===== src/cti_pkg.sv =====
`timescale 1ns / 1ps
`default_nettype none

package cti_pkg;

    // table size and derived widths
    localparam int POINTS = 8;
    localparam int PTR_W  = $clog2(POINTS);

    // divider: 32-bit dividend magnitude, 16-bit divisor, one quotient bit a step
    localparam int DIV_W = 32;
    localparam int DEN_W = 16;
    localparam int CNT_W = $clog2(DIV_W + 1);

    // operation codes
    localparam logic OP_WRITE = 1'b0;
    localparam logic OP_QUERY = 1'b1;

    typedef struct packed {
        logic        operation;
        logic [2:0]  point_index;
        logic [15:0] point_reading;
        logic [15:0] point_output;
        logic [15:0] sample;
    } t_in_item;

    typedef struct packed {
        logic [15:0] expected_value;
        logic [2:0]  segment;
        logic        saturated;
    } t_out_item;

    // one calibration point as stored in the table memory
    typedef struct packed {
        logic [15:0] reading;
        logic [15:0] value;
    } t_point;

    typedef struct packed {
        logic             start;
        logic [DIV_W-1:0] dividend;
        logic [DEN_W-1:0] divisor;
    } t_div_req;

    typedef struct packed {
        logic             done;
        logic [DIV_W-1:0] quotient;
    } t_div_rsp;

endpackage

`default_nettype wire


===== src/calibration_table_interpolator.sv =====
`timescale 1ns / 1ps
`default_nettype none

// piecewise linear calibration lookup. a write transaction (operation 0) stores one
// point and returns nothing; a point_index beyond the table is dropped. a query
// transaction (operation 1) walks the table one entry per cycle through its memory
// port, picks a segment and, unless the start value is the answer, multiplies once
// and runs a one bit per cycle divider, then returns one result. a flat or falling
// segment, or a sample at or below the first point, skips the multiply and divider;
// otherwise the segment walk over the single read port and the 32-step divider take
// up most of a query's time. one item is handled at a time, but a result waiting in
// the output register does not block acceptance of the next transaction.
// table entries that were never written read back undefined.
module calibration_table_interpolator (
    input  wire logic                i_clk,
    input  wire logic                i_rst_n,
    input  wire logic                i_in_valid,
    output logic                     o_in_ready,
    input  wire cti_pkg::t_in_item   i_in,
    output logic                     o_out_valid,
    input  wire logic                i_out_ready,
    output cti_pkg::t_out_item       o_out
);
    import cti_pkg::*;

    typedef enum logic [2:0] {
        S_IDLE,
        S_FIRST,
        S_SCAN,
        S_MUL,
        S_DSTART,
        S_DWAIT,
        S_DONE
    } t_state;

    t_state           r_state;
    logic [PTR_W-1:0] r_k;
    logic [15:0]      r_sample;
    logic [15:0]      r_x0, r_y0, r_x1, r_y1;
    logic signed [33:0] r_prod;
    logic             r_neg;
    logic [15:0]      r_res;
    logic             r_sat;
    logic             r_out_valid;
    t_out_item        r_out;

    // memory port
    logic             ram_we;
    logic [PTR_W-1:0] ram_waddr;
    t_point           ram_wdata;
    logic [PTR_W-1:0] ram_raddr;
    t_point           ram_rdata;

    // divider
    t_div_req         div_req;
    t_div_rsp         div_rsp;

    logic             in_fire;
    logic             out_free;
    logic             scan_stop;
    logic             direct;
    logic signed [16:0] dx, dy;
    logic [33:0]      prod_mag;
    logic signed [33:0] q_signed;
    logic signed [33:0] val;

    assign o_in_ready = (r_state == S_IDLE);
    assign in_fire    = i_in_valid && o_in_ready;
    assign out_free   = !r_out_valid || i_out_ready;

    // writes go straight to the table; an index beyond the table is dropped
    assign ram_we    = in_fire && (i_in.operation == OP_WRITE)
                       && (32'(i_in.point_index) < POINTS);
    assign ram_waddr = PTR_W'(i_in.point_index);
    assign ram_wdata = '{reading: i_in.point_reading, value: i_in.point_output};

    // read address runs one step ahead of the entry being compared
    always_comb begin
        unique case (r_state)
            S_IDLE:  ram_raddr = '0;
            S_FIRST: ram_raddr = PTR_W'(1);
            S_SCAN:  ram_raddr = r_k + PTR_W'(2);
            default: ram_raddr = '0;
        endcase
    end

    cti_table_ram u_ram (
        .i_clk   (i_clk),
        .i_we    (ram_we),
        .i_waddr (ram_waddr),
        .i_wdata (ram_wdata),
        .i_raddr (ram_raddr),
        .o_rdata (ram_rdata)
    );

    // segment k ends the walk when it does not rise, when its end covers the
    // sample, or when it is the last segment of the table
    assign scan_stop = (ram_rdata.reading <= r_x0)
                       || (r_sample <= ram_rdata.reading)
                       || (r_k == PTR_W'(POINTS - 2));

    // start value is the answer below the first point and on a flat or falling segment
    assign direct = ((r_k == '0) && (r_sample <= r_x0)) || (r_x1 <= r_x0);

    assign dx = $signed({1'b0, r_sample}) - $signed({1'b0, r_x0});
    assign dy = $signed({1'b0, r_y1}) - $signed({1'b0, r_y0});

    // divide the magnitude, then restore the sign: truncation toward zero
    assign prod_mag = r_neg ? 34'(-r_prod) : 34'(r_prod);

    assign div_req.start    = (r_state == S_DSTART);
    assign div_req.dividend = prod_mag[DIV_W-1:0];
    assign div_req.divisor  = r_x1 - r_x0;

    cti_divider u_div (
        .i_clk   (i_clk),
        .i_rst_n (i_rst_n),
        .i_req   (div_req),
        .o_rsp   (div_rsp)
    );

    assign q_signed = r_neg ? -$signed({2'b00, div_rsp.quotient})
                            :  $signed({2'b00, div_rsp.quotient});
    assign val      = q_signed + $signed({18'b0, r_y0});

    always_ff @(posedge i_clk) begin
        if (!i_rst_n) begin
            r_state     <= S_IDLE;
            r_out_valid <= 1'b0;
        end else begin
            // a result taken downstream frees the register, unless a new one loads now
            if (r_out_valid && i_out_ready && (r_state != S_DONE)) begin
                r_out_valid <= 1'b0;
            end

            unique case (r_state)
                S_IDLE: begin
                    if (in_fire && (i_in.operation == OP_QUERY)) begin
                        r_sample <= i_in.sample;
                        r_state  <= S_FIRST;
                    end
                end
                S_FIRST: begin
                    r_x0    <= ram_rdata.reading;
                    r_y0    <= ram_rdata.value;
                    r_k     <= '0;
                    r_state <= S_SCAN;
                end
                S_SCAN: begin
                    if (scan_stop) begin
                        r_x1    <= ram_rdata.reading;
                        r_y1    <= ram_rdata.value;
                        r_state <= S_MUL;
                    end else begin
                        r_x0 <= ram_rdata.reading;
                        r_y0 <= ram_rdata.value;
                        r_k  <= r_k + PTR_W'(1);
                    end
                end
                S_MUL: begin
                    if (direct) begin
                        r_res   <= r_y0;
                        r_sat   <= 1'b0;
                        r_state <= S_DONE;
                    end else begin
                        r_prod  <= 34'(dx * dy);
                        r_neg   <= dy[16];
                        r_state <= S_DSTART;
                    end
                end
                S_DSTART: begin
                    r_state <= S_DWAIT;
                end
                S_DWAIT: begin
                    if (div_rsp.done) begin
                        // clamp to the 16-bit output range, flag the top clamp
                        if (val[33]) begin
                            r_res <= '0;
                            r_sat <= 1'b0;
                        end else if (val > 34'sd65535) begin
                            r_res <= 16'hFFFF;
                            r_sat <= 1'b1;
                        end else begin
                            r_res <= val[15:0];
                            r_sat <= 1'b0;
                        end
                        r_state <= S_DONE;
                    end
                end
                S_DONE: begin
                    // hold the result until the output register is free
                    if (out_free) begin
                        r_out.expected_value <= r_res;
                        r_out.segment        <= 3'(r_k);
                        r_out.saturated      <= r_sat;
                        r_out_valid          <= 1'b1;
                        r_state              <= S_IDLE;
                    end
                end
                default: begin
                    r_state <= S_IDLE;
                end
            endcase
        end
    end

    assign o_out_valid = r_out_valid;
    assign o_out       = r_out;

endmodule

`default_nettype wire


===== src/cti_table_ram.sv =====
`timescale 1ns / 1ps
`default_nettype none

module cti_table_ram (
    input  wire logic                  i_clk,
    input  wire logic                  i_we,
    input  wire logic [cti_pkg::PTR_W-1:0] i_waddr,
    input  wire cti_pkg::t_point       i_wdata,
    input  wire logic [cti_pkg::PTR_W-1:0] i_raddr,
    output cti_pkg::t_point            o_rdata
);
    import cti_pkg::*;

    t_point r_mem [POINTS];
    t_point r_rdata;

    always_ff @(posedge i_clk) begin
        if (i_we) begin
            r_mem[i_waddr] <= i_wdata;
        end
        r_rdata <= r_mem[i_raddr];
    end

    assign o_rdata = r_rdata;

endmodule

`default_nettype wire


===== src/cti_divider.sv =====
`timescale 1ns / 1ps
`default_nettype none

module cti_divider (
    input  wire logic              i_clk,
    input  wire logic              i_rst_n,
    input  wire cti_pkg::t_div_req i_req,
    output cti_pkg::t_div_rsp      o_rsp
);
    import cti_pkg::*;

    logic [DEN_W-1:0] r_rem;
    logic [DIV_W-1:0] r_quo;
    logic [DEN_W-1:0] r_den;
    logic [CNT_W-1:0] r_cnt;
    logic             r_busy;

    logic [DEN_W:0]   trial;
    logic             fits;

    // restoring step: shift in the next dividend bit and try a subtract
    assign trial = {r_rem, r_quo[DIV_W-1]};
    assign fits  = (trial >= {1'b0, r_den});

    always_ff @(posedge i_clk) begin
        if (!i_rst_n) begin
            r_busy <= 1'b0;
            r_cnt  <= '0;
        end else if (i_req.start) begin
            r_busy <= 1'b1;
            r_cnt  <= CNT_W'(DIV_W);
            r_rem  <= '0;
            r_quo  <= i_req.dividend;
            r_den  <= i_req.divisor;
        end else if (r_busy) begin
            if (r_cnt != '0) begin
                r_cnt <= r_cnt - CNT_W'(1);
                r_rem <= fits ? DEN_W'(trial - {1'b0, r_den}) : trial[DEN_W-1:0];
                r_quo <= {r_quo[DIV_W-2:0], fits};
            end else begin
                r_busy <= 1'b0;
            end
        end
    end

    assign o_rsp.done     = r_busy && (r_cnt == '0);
    assign o_rsp.quotient = r_quo;

endmodule

`default_nettype wire


===== config.mk =====
export PLATFORM = sky130hd
export DESIGN_NAME = calibration_table_interpolator
export DESIGN_NICKNAME = d
export VERILOG_FILES = /design/src/cti_pkg.sv /design/src/calibration_table_interpolator.sv /design/src/cti_table_ram.sv /design/src/cti_divider.sv
export SDC_FILE = /design/constraint.sdc
export NUM_CORES = 2
export LEC_CHECK = 0
export BUFFER_PORTS_ARGS = -buffer_cell sky130_fd_sc_hd__buf_4
export CAP_MARGIN = 10
export CORE_MARGIN = 2
export CORE_UTILIZATION = 60
export CTS_CLUSTER_DIAMETER = 80
export CTS_CLUSTER_SIZE = 28
export DETAILED_ROUTE_END_ITERATION = 10
export PLACE_DENSITY_LB_ADDON = 0.12
export SLEW_MARGIN = 30
export SYNTH_ARGS = -nofsm -noshare
export SYNTH_HDL_FRONTEND = slang
export SYNTH_HIERARCHICAL = 1
export SYNTH_SLANG_ARGS = --single-unit
export TNS_END_PERCENT = 100

===== constraint.sdc =====
create_clock -name i_clk -period 13.5 [get_ports i_clk]
set_input_delay 2.7 -clock i_clk [delete_from_list [all_inputs] [get_ports i_clk]]
set_output_delay 2.7 -clock i_clk [all_outputs]
set_load 0.01 [all_outputs]

---- After elaboration in Yosys (flattened, before gate mapping) ----
Memories as Yosys holds them, arrays and structs flattened. A register that Yosys moved wholly into a read port is not among the register bits.
Cells that the tools add are included.
storage, ports and cells
  bits in registers ....................... 228
  memory bits (writable) .................. 256
  input bits .............................. 56
  output and inout port bits .............. 22
  memories ................................ 1
operators by class
  $add $sub $neg .......................... 10
  $mul .................................... 1
  magnitude comparators ................... 6
  equality and inequality tests ........... 14
  muxes and demuxes ....................... 42
  bitwise gates (word level) .............. 3
  reductions and logical operators ........ 32
memory list
  name         words  bits a word  rd ports  clocked after Yosys merged registers in  write ports  RTL line             source
  u_ram.r_mem  8      32           1         1                                        1            cti_table_ram.sv:14  t_point r_mem [POINTS];
operators with widths
  kind                                                              number
  two-way mux 16 bit                                                9
  two-way mux 32 bit                                                4
  case mux 16 bit (2 select lines)                                  3
  <= comparator 16 bit                                              4
  adder 34 x 17 -> 34 bit                                           1
  greater-than comparator 34 x 17 -> 1 bit (second input constant)  1
  two-way mux 34 bit                                                1
  negation 32 -> 34 bit                                             1
  subtractor 16 x 16 -> 17 bit                                      2
  multiplier 17 x 17 -> 32 bit                                      1
  negation 32 bit                                                   1
  subtractor 16 bit                                                 2
  case mux 3 bit (7 select lines)                                   1
  two-way mux 6 bit                                                 3
  AND reduction 3 bit                                               6
  >= comparator 17 x 16 -> 1 bit                                    1
  two-way mux 3 bit                                                 5
  equality test 3 bit (second input constant)                       4
  two-way mux 1 bit                                                 12
  case mux 3 bit (2 select lines)                                   2
  != test 2 bit (second input constant)                             5
  AND reduction 4 bit                                               2
  nonzero test 2 bit                                                4
  logical AND 1 bit                                                 7
  other kinds (17)                                                  26

---- Depth between registers and ports, before layout ----
  word-level depth ........................ 8
  depth in mapped cells ................... 35
  depth with buffers taken out ............ 35

---- Cells and area by module ----
Netlist, hierarchy kept.
by module, submodules not included
  module                          instances  cells each  area each (µm²)
  calibration_table_interpolator  1          2,297       21,490.6
  cti_table_ram                   1          415         10,466.3
  cti_divider                     1          318         3,784.9

---- Worst setup path after synthesis ----
No wires, ideal clock.
  path type ............................... register to register
  start point ............................. register r_sample[0]
  end point ............................... register r_prod[31], data pin
  arrival time ............................ 8.243 ns
  data required time ...................... 13.240 ns
  path slack .............................. 4.997 ns
  cell stages (with the launch flop) ...... 35
  cell sequence ........................... edfxtp_1 inv_1 ha_1 inv_1 fa_1 a21o_1 a21oi_1 o21bai_1 a211o_1 nand3_1 and4_1 nor2_1 a311oi_1 nand2_1 fa_1 inv_1 fa_1 inv_1 fa_1 inv_1 fa_1 fa_1 inv_1 fa_1 inv_1 ha_1 nand2_1 nand2_1 a21o_1 a21o_1 or3_1 o21ai_0 a21oi_1 xnor2_1 xnor2_1
between the ends
  longest elaborated chain between the ends .. 2
RTL lines
  element                       RTL line                               source
  start: declaration            calibration_table_interpolator.sv:38   logic [15:0] r_sample;
  start signal: assignment      calibration_table_interpolator.sv:139  r_sample <= i_in.sample;
  subtractor 16 x 16 -> 17 bit  calibration_table_interpolator.sv:105  assign dx = $signed({1'b0, r_sample}) - $signed({1'b0, r_x0});
  multiplier 17 x 17 -> 32 bit  calibration_table_interpolator.sv:166  r_prod <= 34'(dx * dy);
  end signal: assignment        calibration_table_interpolator.sv:166
  end: declaration              calibration_table_interpolator.sv:40   logic signed [33:0] r_prod;
Every way passes these cells.
A chain may end at the register's enable or synchronous reset.

---- Final worst setup path ----
  start point ............................. register r_sample[0]
  end point ............................... register r_prod[29], data pin
The elaborated chain is that of the path after synthesis.

==> results.toml <==
[run_status]
run_status = "complete, no violations"

[clock_network]
tritoncts = "yes"
cts_resized = 0
numCtsBuffers = 30
root_buffer = "clkbuf_16"
hold_buffers = 0
post_cts_buffers = 0
clkTransAtPathRegs_ns = 0.10
clock_latency_ns = 0.62
clock_path_buffers = 3
cts.sinks = 516
htreeDepth = 1

[finish]
multi_input_area_mm2 = 0.01870
fin_nets = 3640
final_util_pct = 65.31
drive_gt1_share_pct = 10.00
area_growth_pct = 7.638
diodes = 0
fillers = 4393
seqCellArea_mm2 = 0.01506

[global_route]
grt_pass1_wl_um = 128400
grtUsageTotal_pct = 27.02
grt.overflow.total = 0
met2_usage_pct = 45.68
grt_max_degree = 79
use_met1_pct = 36.59
gr-usage-met3_pct = 3.609
grt_pass1_vias = 23504
antenna_found_initial = 2
grt.busiest_layer = "met2"

[timing]
grt_setup_unrepaired = "no"
fmax_mhz = 104.4
setup-violations-final = 0
timing.final.hold_violations = 0
finalCriticalPeriod_ns = 9.579
slew_viol_final = 0
fin_setup_tns_ns = 0
fin_crit_sh_pct = 70.96
worstMarginPinSlew_ns = 1.041
clock_skew_ns = 0.02422
slew_headroom_pct = 30.09

[die]
rows = 89
initial_core_util_pct = 60.67
die_w_um = 248.1
die-area_mm2 = 0.06154
core_area_mm2 = 0.05891
die_h_um = 248.1
io_pins = 78

[synthesis]
synth_edf_count = 473
ys_types = 85
yosysWarningCount = 6
async_flop_share_pct = 0
postSynthAreaPerCell_um2 = 11.80
synth_flop_cell = "edfxtp_1"
syn-cell-area_mm2 = 0.03574
synth_cells = 3030
synth_top_area_share_pct = 39.74
yosysTopAreaCell = "edfxtp_1"
yosysSeqAreaShare_pct = 42.15
ys_seq_elements = 516
synth_fp_nets = 3575
synth.area.top_cells = "edfxtp_1 40%, fa_1 16%, ha_1 7.1%"

[place]
gp_congestion = 0.9570
placement.io_buffers = 77
hpwl_um = 62210

[critical_path]
path_class = "reg2reg"
cp-end-kind = "flip-flop"
start_kind = "flip-flop"
worst_path_most_repeated_cell = "fa_1"
r2r_start = "r_sample[0]"
crit_start = "r_sample[0]"
slowest_stage = "fa_1"
critPathArrivalTime_ns = 9.95
slowest_delay_ns = 0.55
critPathRequiredTime_ns = 13.87
cp_max_fo = 9

[route]
vias_per_cell = 5.951
dr.pass1.iters = 6
wire_per_inst_um = 20.81
drtAntennaViolNets = 0
num_vias = 23161
drt_iter0_drc = 1741
drc_errors = 0
wirelength_um = 81000

[run]
drv_cap = 0

[worst_hold_path]
hold_class = "reg2reg"
hold_start = "r_res[8]"
## synthesized netlist by cell type (5+ instances only)
master,count
a2111oi_0,6
a211oi_1,15
a21boi_0,8
a21o_1,37
a21oi_1,96
a311oi_1,6
a31o_2,6
a31oi_1,27
and2_1,27
and3_1,12
buf_1,8
buf_2,9
buf_6,8
clkbuf_1,62
dfxtp_1,43
edfxtp_1,473
fa_1,287
ha_1,202
inv_1,452
mux2_2,66
mux2i_1,5
mux4_1,40
mux4_2,24
nand2_1,256
nand2b_1,35
nand3_1,23
nand4_1,26
nor2_1,208
nor2b_1,22
nor3_1,51
nor3b_1,6
nor4_1,11
o2111ai_1,5
o211ai_1,7
o21a_1,26
o21ai_0,93
o21bai_1,14
o31ai_1,24
o41ai_1,15
or2_2,7
or3_1,23
or4_1,9
xnor2_1,121
xor2_1,56
## critical path: cells and delay by family (launching register included)
family | cells | cell delay (ns)
buffers and inverters | 5 | 0.30
and+or+nand+nor | 4 | 0.79
AOI/OAI and AO/OA | 13 | 3.28
xor gates and xnor gates | 2 | 0.56
adders and majority gates | 9 | 3.98
DFF | 1 | 0.37
## per-layer routing
layer / wire, um / share of wire [%]
met1: 33200 / 41
met5: 0 / 0
met4: 2703 / 3.3
met3: 5044 / 6.2
met2: 40060 / 49
## cells in the final DEF (no fill, tap or decap), types with 14 or more instances in the layout
| cell | netlist | routed |
|---|---|---|
| edfxtp_1 | 473 | 473 |
| inv_1 | 452 | 452 |
| fa_1 | 287 | 287 |
| nand2_1 | 256 | 256 |
| ha_1 | 202 | 202 |
| nor2_1 | 208 | 198 |
| buf_4 | 3 | 122 |
| xnor2_1 | 121 | 117 |
| a21oi_1 | 96 | 96 |
| o21ai_0 | 93 | 92 |
| mux2_2 | 66 | 66 |
| xor2_1 | 56 | 55 |
| nor3_1 | 51 | 47 |
| dfxtp_1 | 43 | 43 |
| mux4_1 | 40 | 40 |
| a21o_1 | 37 | 37 |
| nand2b_1 | 35 | 35 |
| clkbuf_16 | 0 | 31 |
| and2_1 | 27 | 27 |
| a31oi_1 | 27 | 27 |
| nand4_1 | 26 | 26 |
| o21a_1 | 26 | 25 |
| o31ai_1 | 24 | 24 |
| mux4_2 | 24 | 24 |
| nand3_1 | 23 | 23 |
| or3_1 | 23 | 23 |
| nor2b_1 | 22 | 21 |
| o41ai_1 | 15 | 15 |
| a211oi_1 | 15 | 15 |
| o21bai_1 | 14 | 14 |
## state kept, by name, summed over array words and instances, names as in the netlist, 3 cells and up
signal         flops
u_ram/r_mem      256
r_prod            32
u_div/r_quo       32
u_ram/o_rdata     32
o_out             20
r_res             16
r_sample          16
r_x0              16
r_x1              16
r_y0              16
r_y1              16
u_div/r_den       16
u_div/r_rem       16
u_div/r_cnt        6
r_k                3
r_state            3
## logic make-up (layout without fill, tap and decap cells)
logic type      count (synthesis)  in the layout  synth area share (%)
simple gates                  748            748                 9.973
compound gates                421            421                 7.779
fa+ha+maj                     489            489                 23.15
xor+xnor                      177            177                 4.337
buf+inv                       544            633                 5.944
mux                           135            135                 6.672
flops                         516            516                 42.15
## metrics by stage
stage          worst slack (ns)  cells  hold slack [ns]  instance area [um^2]
2_1_floorplan             4.997   3030           0.4003                 35740
3_3_place_gp              4.014   3835           0.4018                 37320
3_5_place_dp              3.880   3836           0.4052                 37360
4_1_cts                   3.778   3892           0.4208                 38450
5_1_grt                   3.393   3892           0.4334                 38470
6_report                  3.921   3892           0.4200                 38470
## cell type report
cell class	count	share of cell area, %
Multi-Input combinational cell	1970	48.61
Sequential cell	516	39.16
Inverter	454	4.430
Tap cell	773	2.514
Timing Repair Buffer	123	2.452
Clock buffer	40	2.130
Clock inverter	16	0.7057
## worst paths after layout
check	slack (ns)	cells past startpoint	endpoint
max	3.92	33	r_prod[29]
min	0.42	0	o_out[12]
max reg2reg	3.92	33	r_prod[29]
min reg2reg	0.42	0	o_out[12]
Power is left out: the tool's default activity adds up to more than one toggle a clock period on the data nets, which glitch-free logic cannot reach.
